`src/rtl/tle_pkg.sv`:
```
// Shared types and constants for the terminal line editor.
package tle_pkg;

    localparam int KIND_W   = 3;
    localparam int VALUE_W  = 32;
    localparam int CODE_W   = 32;
    localparam int MAXB_W   = 7;
    localparam int CHAR_W   = 8;

    // Request selector carried on the input side.
    localparam logic FUNC_KEY  = 1'b0;
    localparam logic FUNC_READ = 1'b1;

    // Result kinds.
    localparam logic [KIND_W-1:0] KIND_ECHO    = 3'd0;
    localparam logic [KIND_W-1:0] KIND_DATA    = 3'd1;
    localparam logic [KIND_W-1:0] KIND_NONE    = 3'd2;
    localparam logic [KIND_W-1:0] KIND_REFUSED = 3'd3;
    localparam logic [KIND_W-1:0] KIND_RAW     = 3'd4;

    // Key codes, compared over the full code width.
    localparam logic [CODE_W-1:0] KEY_BS    = 32'h0000_0008;
    localparam logic [CODE_W-1:0] KEY_LF    = 32'h0000_000A;
    localparam logic [CODE_W-1:0] KEY_CR    = 32'h0000_000D;
    localparam logic [CODE_W-1:0] KEY_SPACE = 32'h0000_0020;
    localparam logic [CODE_W-1:0] KEY_DEL   = 32'h0000_007F;

    typedef struct packed {
        logic is_newline;
        logic is_erase;
        logic is_print;
    } key_class_t;

endpackage

```
`src/rtl/tty_line_editor_unit.sv`:
```
// Top level of the canonical terminal line editor.
//
//  Channel  Direction  Signals                         Contents
//  s_*      in         tvalid tready tdata tuser       key event or read request
//  m_*      out        tvalid tready tdata tlast       echo, line data, status or raw event
//  cfg_*    in         valid ready data                raw_mode register
//
// A request is captured in one cycle and decoded in the next, which also loads the
// first result; an erase then echoes a space and a backspace from its own state. A read
// burst primes the line memory in the decode cycle and then streams one stored byte per
// cycle while the output is not stalled. Reset needs no clearing pass. A stalled output
// holds the sequencer in place; the next request is taken as soon as the last result
// of the previous one sits in the output register.
module tty_line_editor_unit
    import tle_pkg::*;
#(
    parameter int LINE_CAPACITY = 256,
    parameter int READ_BURST    = 64
) (
    input  logic        clk,
    input  logic        rst_n,
    input  logic        s_tvalid,
    output logic        s_tready,
    input  logic [39:0] s_tdata,   // [31:0] key_code, [38:32] max_bytes, [39] zero
    input  logic        s_tuser,   // [0] func
    output logic        m_tvalid,
    input  logic        m_tready,
    output logic [39:0] m_tdata,   // [2:0] kind, [34:3] value, [39:35] zero
    output logic        m_tlast,
    input  logic        cfg_valid,
    output logic        cfg_ready,
    input  logic        cfg_data
);

    localparam int ADDR_W = $clog2(LINE_CAPACITY);
    localparam int LEN_W  = $clog2(LINE_CAPACITY + 1);
    localparam int CMP_W  = (LEN_W > MAXB_W) ? LEN_W : MAXB_W;
    localparam logic [LEN_W-1:0]  CAP_LEN  = LEN_W'(LINE_CAPACITY);
    localparam logic [LEN_W-1:0]  CAP_LEN1 = LEN_W'(LINE_CAPACITY - 1);
    localparam logic [MAXB_W-1:0] BURST    = MAXB_W'(READ_BURST);

    typedef enum logic [1:0] {
        ST_IDLE,
        ST_DECIDE,
        ST_ERASE,
        ST_READ
    } state_t;

    state_t              state_reg, state_next;
    logic                raw_reg;
    logic                func_reg;
    logic [CODE_W-1:0]   code_reg;
    logic [MAXB_W-1:0]   maxb_reg;
    logic [LEN_W-1:0]    len_reg, len_next;
    logic [LEN_W-1:0]    cursor_reg, cursor_next;
    logic                ready_reg, ready_next;
    logic [MAXB_W-1:0]   remain_reg, remain_next;
    logic                erase_step_reg, erase_step_next;
    logic                m_valid_reg, m_valid_next;
    logic [KIND_W-1:0]   m_kind_reg, m_kind_next;
    logic [VALUE_W-1:0]  m_value_reg, m_value_next;
    logic                m_last_reg, m_last_next;

    logic                mem_we;
    logic [ADDR_W-1:0]   mem_waddr;
    logic [CHAR_W-1:0]   mem_wdata;
    logic                mem_re;
    logic [ADDR_W-1:0]   mem_raddr;
    logic [CHAR_W-1:0]   mem_rdata;

    key_class_t          key_class;
    logic                slot_free;
    logic [MAXB_W-1:0]   limit;
    logic [CMP_W-1:0]    diff_w;
    logic [CMP_W-1:0]    limit_w;
    logic [CMP_W-1:0]    avail_w;
    logic [MAXB_W-1:0]   avail;
    logic [LEN_W-1:0]    cursor_inc;
    logic                load;
    logic [KIND_W-1:0]   ld_kind;
    logic [VALUE_W-1:0]  ld_value;
    logic                ld_last;

    tle_key_decode u_decode (
        .key_code  (code_reg),
        .key_class (key_class)
    );

    // Writes only happen while no line is ready and reads only while one is,
    // so the two ports never touch the same entry in overlapping cycles.
    tle_ram #(
        .WIDTH (CHAR_W),
        .DEPTH (LINE_CAPACITY)
    ) u_line_ram (
        .clk   (clk),
        .we    (mem_we),
        .waddr (mem_waddr),
        .wdata (mem_wdata),
        .re    (mem_re),
        .raddr (mem_raddr),
        .rdata (mem_rdata)
    );

    assign s_tready  = (state_reg == ST_IDLE);
    assign cfg_ready = 1'b1;
    assign m_tvalid  = m_valid_reg;
    assign m_tdata   = {5'b0, m_value_reg, m_kind_reg};
    assign m_tlast   = m_last_reg;
    assign slot_free = !m_valid_reg || m_tready;

    always_comb
    begin
        limit      = (maxb_reg > BURST) ? BURST : maxb_reg;
        diff_w     = CMP_W'(len_reg - cursor_reg);
        limit_w    = CMP_W'(limit);
        avail_w    = (diff_w < limit_w) ? diff_w : limit_w;
        avail      = avail_w[MAXB_W-1:0];
        cursor_inc = cursor_reg + LEN_W'(1);
    end

    always_comb
    begin
        state_next      = state_reg;
        len_next        = len_reg;
        cursor_next     = cursor_reg;
        ready_next      = ready_reg;
        remain_next     = remain_reg;
        erase_step_next = erase_step_reg;
        m_valid_next    = m_valid_reg && !m_tready;
        m_kind_next     = m_kind_reg;
        m_value_next    = m_value_reg;
        m_last_next     = m_last_reg;
        mem_we          = 1'b0;
        mem_waddr       = len_reg[ADDR_W-1:0];
        mem_wdata       = code_reg[CHAR_W-1:0];
        mem_re          = 1'b0;
        mem_raddr       = cursor_reg[ADDR_W-1:0];
        load            = 1'b0;
        ld_kind         = KIND_NONE;
        ld_value        = '0;
        ld_last         = 1'b1;

        unique case (state_reg)
            ST_IDLE:
            begin
                if (s_tvalid)
                begin
                    state_next = ST_DECIDE;
                end
            end
            ST_DECIDE:
            begin
                if (func_reg == FUNC_KEY)
                begin
                    if (raw_reg)
                    begin
                        if (slot_free)
                        begin
                            load       = 1'b1;
                            ld_kind    = KIND_RAW;
                            ld_value   = code_reg;
                            state_next = ST_IDLE;
                        end
                    end
                    else if (ready_reg)
                    begin
                        if (slot_free)
                        begin
                            load       = 1'b1;
                            ld_kind    = KIND_REFUSED;
                            state_next = ST_IDLE;
                        end
                    end
                    else if (key_class.is_newline)
                    begin
                        if (slot_free)
                        begin
                            load        = 1'b1;
                            ld_kind     = KIND_ECHO;
                            ld_value    = KEY_LF;
                            ready_next  = 1'b1;
                            cursor_next = '0;
                            state_next  = ST_IDLE;
                            if (len_reg < CAP_LEN)
                            begin
                                mem_we    = 1'b1;
                                mem_wdata = KEY_LF[CHAR_W-1:0];
                                len_next  = len_reg + LEN_W'(1);
                            end
                        end
                    end
                    else if (key_class.is_erase)
                    begin
                        if (len_reg == '0)
                        begin
                            state_next = ST_IDLE;
                        end
                        else if (slot_free)
                        begin
                            load            = 1'b1;
                            ld_kind         = KIND_ECHO;
                            ld_value        = KEY_BS;
                            ld_last         = 1'b0;
                            len_next        = len_reg - LEN_W'(1);
                            erase_step_next = 1'b0;
                            state_next      = ST_ERASE;
                        end
                    end
                    else if (key_class.is_print && (len_reg < CAP_LEN1))
                    begin
                        if (slot_free)
                        begin
                            load       = 1'b1;
                            ld_kind    = KIND_ECHO;
                            ld_value   = code_reg;
                            mem_we     = 1'b1;
                            len_next   = len_reg + LEN_W'(1);
                            state_next = ST_IDLE;
                        end
                    end
                    else
                    begin
                        state_next = ST_IDLE;
                    end
                end
                else
                begin
                    if (raw_reg || !ready_reg)
                    begin
                        if (slot_free)
                        begin
                            load       = 1'b1;
                            ld_kind    = KIND_NONE;
                            state_next = ST_IDLE;
                        end
                    end
                    else if (avail == '0)
                    begin
                        state_next = ST_IDLE;
                    end
                    else
                    begin
                        // Prime the read port with the first byte of the burst.
                        mem_re      = 1'b1;
                        remain_next = avail;
                        state_next  = ST_READ;
                    end
                end
            end
            ST_ERASE:
            begin
                if (slot_free)
                begin
                    load    = 1'b1;
                    ld_kind = KIND_ECHO;
                    if (!erase_step_reg)
                    begin
                        ld_value        = KEY_SPACE;
                        ld_last         = 1'b0;
                        erase_step_next = 1'b1;
                    end
                    else
                    begin
                        ld_value   = KEY_BS;
                        state_next = ST_IDLE;
                    end
                end
            end
            ST_READ:
            begin
                // The read data register holds its byte while the output stalls.
                if (slot_free)
                begin
                    load        = 1'b1;
                    ld_kind     = KIND_DATA;
                    ld_value    = VALUE_W'(mem_rdata);
                    ld_last     = (remain_reg == MAXB_W'(1));
                    remain_next = remain_reg - MAXB_W'(1);
                    if (remain_reg == MAXB_W'(1))
                    begin
                        state_next = ST_IDLE;
                        if (cursor_inc >= len_reg)
                        begin
                            ready_next  = 1'b0;
                            len_next    = '0;
                            cursor_next = '0;
                        end
                        else
                        begin
                            cursor_next = cursor_inc;
                        end
                    end
                    else
                    begin
                        cursor_next = cursor_inc;
                        mem_re      = 1'b1;
                        mem_raddr   = cursor_inc[ADDR_W-1:0];
                    end
                end
            end
            default:
            begin
                state_next = ST_IDLE;
            end
        endcase

        if (load)
        begin
            m_valid_next = 1'b1;
            m_kind_next  = ld_kind;
            m_value_next = ld_value;
            m_last_next  = ld_last;
        end
    end

    always_ff @(posedge clk or negedge rst_n)
    begin
        if (!rst_n)
        begin
            state_reg      <= ST_IDLE;
            raw_reg        <= 1'b0;
            len_reg        <= '0;
            cursor_reg     <= '0;
            ready_reg      <= 1'b0;
            remain_reg     <= '0;
            erase_step_reg <= 1'b0;
            m_valid_reg    <= 1'b0;
            m_kind_reg     <= '0;
            m_value_reg    <= '0;
            m_last_reg     <= 1'b0;
        end
        else
        begin
            state_reg      <= state_next;
            len_reg        <= len_next;
            cursor_reg     <= cursor_next;
            ready_reg      <= ready_next;
            remain_reg     <= remain_next;
            erase_step_reg <= erase_step_next;
            m_valid_reg    <= m_valid_next;
            m_kind_reg     <= m_kind_next;
            m_value_reg    <= m_value_next;
            m_last_reg     <= m_last_next;
            if (cfg_valid && cfg_ready)
            begin
                raw_reg <= cfg_data;
            end
        end
    end

    always_ff @(posedge clk)
    begin
        if (s_tvalid && s_tready)
        begin
            func_reg <= s_tuser;
            code_reg <= s_tdata[CODE_W-1:0];
            maxb_reg <= s_tdata[CODE_W+MAXB_W-1:CODE_W];
        end
    end

`ifndef SYNTHESIS
    a_len_bound: assert property (@(posedge clk) disable iff (!rst_n)
        len_reg <= CAP_LEN)
        else $error("line length exceeds capacity");

    a_cursor_in_line: assert property (@(posedge clk) disable iff (!rst_n)
        ready_reg |-> (cursor_reg < len_reg))
        else $error("read cursor outside a ready line");

    a_no_write_when_ready: assert property (@(posedge clk) disable iff (!rst_n)
        mem_we |-> !ready_reg)
        else $error("line memory written while a line is ready");

    a_burst_live: assert property (@(posedge clk) disable iff (!rst_n)
        (state_reg == ST_READ) |-> (ready_reg && (remain_reg != '0)))
        else $error("read burst without a ready line or bytes left");
`endif

endmodule

```
`src/rtl/tle_ram.sv`:
```
// Generic single-write, single-read RAM with a registered read port.
module tle_ram #(
    parameter int WIDTH = 8,
    parameter int DEPTH = 256
) (
    input  logic                     clk,
    input  logic                     we,
    input  logic [$clog2(DEPTH)-1:0] waddr,
    input  logic [WIDTH-1:0]         wdata,
    input  logic                     re,
    input  logic [$clog2(DEPTH)-1:0] raddr,
    output logic [WIDTH-1:0]         rdata
);

    logic [WIDTH-1:0] store_reg [DEPTH];
    logic [WIDTH-1:0] rdata_reg;

    always_ff @(posedge clk)
    begin
        if (we)
        begin
            store_reg[waddr] <= wdata;
        end
        if (re)
        begin
            rdata_reg <= store_reg[raddr];
        end
    end

    assign rdata = rdata_reg;

endmodule

```
`src/rtl/tle_key_decode.sv`:
```
// Classifies a key code as newline, erase or printable.
module tle_key_decode
    import tle_pkg::*;
(
    input  logic [CODE_W-1:0] key_code,
    output key_class_t        key_class
);

    always_comb
    begin
        key_class.is_newline = (key_code == KEY_LF) || (key_code == KEY_CR);
        key_class.is_erase   = (key_code == KEY_BS) || (key_code == KEY_DEL);
        key_class.is_print   = (key_code >= KEY_SPACE) && (key_code < KEY_DEL);
    end

endmodule
```
`config.mk`:
```
export PLATFORM = sky130hd
export DESIGN_NAME = tty_line_editor_unit
export DESIGN_NICKNAME = d
export VERILOG_FILES = /design/src/rtl/tle_pkg.sv /design/src/rtl/tty_line_editor_unit.sv /design/src/rtl/tle_ram.sv /design/src/rtl/tle_key_decode.sv
export SDC_FILE = /design/constraint.sdc
export NUM_CORES = 2
export LEC_CHECK = 0
export ABC_CLOCK_PERIOD_IN_PS = 13500
export BUFFER_PORTS_ARGS = -buffer_cell sky130_fd_sc_hd__buf_4
export CAP_MARGIN = 20
export CORE_ASPECT_RATIO = 1.25
export CORE_UTILIZATION = 50
export CTS_BUF_LIST = sky130_fd_sc_hd__clkbuf_8 sky130_fd_sc_hd__clkbuf_16
export CTS_CLUSTER_DIAMETER = 80
export DETAILED_ROUTE_END_ITERATION = 6
export GPL_TIMING_DRIVEN = 0
export PLACE_DENSITY = 0.65
export SETUP_SLACK_MARGIN = 0.05
export SLEW_MARGIN = 20
export SYNTH_ARGS = -nofsm -noshare
export SYNTH_HDL_FRONTEND = slang
export SYNTH_HIERARCHICAL = 1
export SYNTH_SLANG_ARGS = --single-unit
```
`constraint.sdc`:
```
create_clock -name clk -period 13.5 [get_ports clk]
set_clock_uncertainty 0.15 [all_clocks]
set_input_delay 0.675 -clock clk [delete_from_list [all_inputs] [get_ports clk]]
set_output_delay 0.675 -clock clk [all_outputs]
set_load 0.1 [all_outputs]
```
==> results.json <==
{
  "layout_setup_ws_ns": 6.15,
  "dieArea_um2": 173000,
  "fill_cells": 12500,
  "final_cells": 7126,
  "detailed_place_hpwl_um": 179000,
  "ys.flop_type": "edfxtp_1",
  "grt_start_max_net_pins": 80,
  "synth_top_area_share_pct": 73.5,
  "vias": 47300,
  "nNetsFinal": 4798,
  "globalRouteMet3Util_pct": 6.88,
  "post_route_cells_drive_above_1_share_pct": 22.5,
  "first_pass_iters": 6,
  "power.share.clock_pct": 25.6,
  "cpMostUsedCell": "buf_6",
  "post-route-period-util_pct": 54.4,
  "maxSlewViolCount": 0,
  "largest_register_ffs": 2048,
  "p_comb_share_pct": 38.7,
  "path_cells": "clkbuf_1, nand2_1, nor2_1, clkbuf_1, nand2_1, xnor2_1, buf_6, buf_12, buf_6, buf_6, buf_6, mux2i_1, o22ai_1, o21ai_0, nand3_1, nor4_1, nor4_1",
  "num_io_pins": 91,
  "critPathRequiredTime_ns": 13.83,
  "gr-total-overflow": 0,
  "seqCellArea_um2": 64600,
  "timing.hold.ws_ns": 0.171,
  "max_slew_margin_pct": 7.45,
  "maxCapViolCount": 0,
  "final_util_pct": 57.4,
  "ys_warn_count": 6,
  "clk_latency_ns": 0.86,
  "dp.cells": 6695,
  "die_w_um": 372,
  "grt_pass1_vias": 46300,
  "start_util_pct": 50.4,
  "clk_pin_slew_ns": 0.06,
  "irDropWorstVdd_mv": 0.173,
  "hold_path.class": "primary input to register",
  "pre_cts_ws_ns": 6.59,
  "ant_nets": 0,
  "finalSetupTns_ns": 0,
  "cts.sinks": 2163,
  "rsz0062_at_grt": "false",
  "clock_path_buffers": 3,
  "dieHeight_um": 465,
  "setup_viol": 0,
  "post_cts_buffers": 0,
  "synth.distinct_cells": 89,
  "io_buffers": 83,
  "ctsResizeCount": 0,
  "use_met1_pct": 37.4,
  "gp_congestion": 0.955,
  "holdPathEnd": "m_tlast$_DFFE_PN0P_",
  "p_sw_share_pct": 36.5,
  "worst_setup_path_end_kind": "register",
  "cts_tree": "built",
  "holdBufCountCts": 43,
  "p_per_area_nw_per_um2": 224,
  "cts_buffers": 201,
  "critPathArrivalTime_ns": 7.68,
  "cp-start-kind": "register",
  "avgSynthCellArea_um2": 19.8,
  "critical_path_peak_fanout": 10,
  "power.leakage_nw": 31.2,
  "slowest_delay_ns": 1.21,
  "yosys.area.top_type": "edfxtp_1",
  "multi_input_area_um2": 19400,
  "rows": 169,
  "yosysSeqAreaShare_pct": 75.4,
  "grtUsageMet2_pct": 48.7,
  "hold_depth": 4,
  "worst_pin_slew_ns": 1.38,
  "drt-total-wl_um": 260000,
  "syn_to_final_growth_pct": 13.9,
  "synth_area_leaders": "edfxtp_1, mux4_2, dfrtp_1, mux2i_1, nor2_1",
  "grt_usage_pct": 30.1,
  "netlist_area_um2": 85700,
  "top_usage_layer": "met2",
  "fin_crit_ns": 7.35,
  "core_um2": 170000,
  "syn-instance-count": 4323,
  "wl_per_cell_um": 36.5,
  "antenna_found_initial": 10,
  "synth_edf_count": 2096,
  "cp_slowest_cell": "nor4_1",
  "status": "complete, no violations",
  "crit_type": "register to register",
  "async_flop_share_pct": 3.10,
  "grt_pass1_wl_um": 355000,
  "via_per_inst": 6.63,
  "htree_levels": 4,
  "cts_root_buffer": "clkbuf_16",
  "hold_viol": 0,
  "reg2reg_from": "state_reg[1]$_DFFE_PN0P_",
  "hold_start": "m_tready",
  "rr_worst_depth": 17,
  "clock.fmax_ghz": 0.136,
  "p_switching_mw": 7.97,
  "seq_power_share_pct": 35.7,
  "drt_iter0_drc": 6722,
  "intPower_mw": 13.9,
  "synth_seq_cells": 2163,
  "rrSetupSlack_ns": 6.15,
  "remaining_drc_errors": 0,
  "timing.rr.end": "u_line_ram/rdata[7]$_DFFE_PP_"
}
## cells in the mapped netlist, drive strengths merged (3+ instances only)
cell type  count
a2111oi        5
a211oi        20
a21o           3
a21oi        142
a221oi        18
a222oi         6
a22o          38
a22oi        133
a311oi         3
a31oi         11
a32o           3
and2          16
and3           8
and3b          3
buf          135
clkbuf       130
dfrtp         67
edfxtp      2096
ha            28
inv           36
mux2           5
mux2i        140
mux4         456
nand2         83
nand2b        13
nand3         52
nand3b         3
nand4         16
nor2         326
nor2b         36
nor3          29
nor4          42
o211ai        13
o21a           3
o21ai         42
o221ai        47
o22a           6
o22ai         33
o31ai          4
o32ai          6
or2            4
or3            4
or4            4
xnor2         20
xor2           6
## critical path, delay by kind of cell (launching register included)
kind | cells | cell delay, ns
AOI/OAI and AO/OA | 2 | 0.45
xor gates and xnor gates | 1 | 0.99
buffers and inverters | 7 | 2.15
DFF | 1 | 0.37
muxes | 1 | 0.24
and+or+nand+nor | 6 | 2.49
## routing by layer
metal,vias to the layer above,share of wire (%)
li1,18700,-
met1,24800,35
met2,3096,49
met3,657,10
met4,8,6.6
met5,-,0.024
## power by group through the flow
stage	clock (mW)	sequential (mW)	combinational (mW)
6_report	5.60	7.80	8.47
5_1_grt	5.88	7.81	8.58
4_1_cts	5.65	7.80	8.33
3_5_place_dp	0	7.94	8.29
3_3_place_gp	0	8.14	8.03
2_1_floorplan	0	8.33	4.65
## logic make-up after synthesis
kind of cell | after synthesis | share of synthesized area (%)
muxes | 601 | 13.7
xor gates and xnor gates | 26 | 0.266
buffers and inverters | 303 | 2.07
other | 2 | 0.00877
adders and majority gates | 29 | 0.432
DFF | 2163 | 75.4
AOI/OAI and AO/OA | 549 | 4.53
and+or+nand+nor | 650 | 3.57
## cells in the final DEF, fill, tap and decap left out, drive strengths merged, types with 20 or more instances in the layout
| master | instances |
|---|---|
| o21ai | 42 |
| dfrtp | 67 |
| a21oi | 142 |
| a22oi | 133 |
| xnor2 | 20 |
| clkbuf | 339 |
| nor2b | 36 |
| dlygate4sd3 | 43 |
| nor2 | 326 |
| o22ai | 33 |
| mux2i | 140 |
| nor3 | 29 |
| o221ai | 47 |
| nor4 | 42 |
| nand2 | 83 |
| clkinv | 93 |
| mux4 | 456 |
| edfxtp | 2096 |
| buf | 283 |
| a22o | 38 |
| a211oi | 20 |
| inv | 78 |
| nand3 | 52 |
| ha | 28 |
## metrics by stage
step | total power [mW] | area [um^2]
after floorplan | 13.0 | 85700
after global placement | 16.2 | 89100
after detailed placement | 16.2 | 90500
after CTS | 21.8 | 97500
after global routing | 22.3 | 97500
final | 21.9 | 97500
## worst max-delay path by stage
stage                                             endpoint  depth (start not counted)                     start
finish                       u_line_ram/rdata[7]$_DFFE_PP_                         17  state_reg[1]$_DFFE_PN0P_
global route                 u_line_ram/rdata[5]$_DFFE_PP_                         15  state_reg[1]$_DFFE_PN0P_
CTS                          u_line_ram/rdata[7]$_DFFE_PP_                         17  state_reg[1]$_DFFE_PN0P_
detailed placement           u_line_ram/rdata[7]$_DFFE_PP_                         17                  m_tready
global placement    u_line_ram/store_reg[168][1]$_DFFE_PP_                          6    code_reg[26]$_DFFE_PP_
floorplan             u_line_ram/store_reg[0][0]$_DFFE_PP_                          4        m_tvalid$_DFF_PN0_
## area by class of cell
| class | count | area share (%) |
|---|---|---|
| Tap cell | 2223 | 2.85 |
| Multi-Input combinational cell | 1861 | 19.9 |
| Timing Repair Buffer | 192 | 2.45 |
| Antenna cell | 11 | 0.0282 |
| Buffer | 265 | 1.72 |
| Clock inverter | 165 | 1.36 |
| Clock buffer | 208 | 5.29 |
| Sequential cell | 2163 | 66.2 |
| Inverter | 38 | 0.146 |
Power figures use the tool's default switching activity.
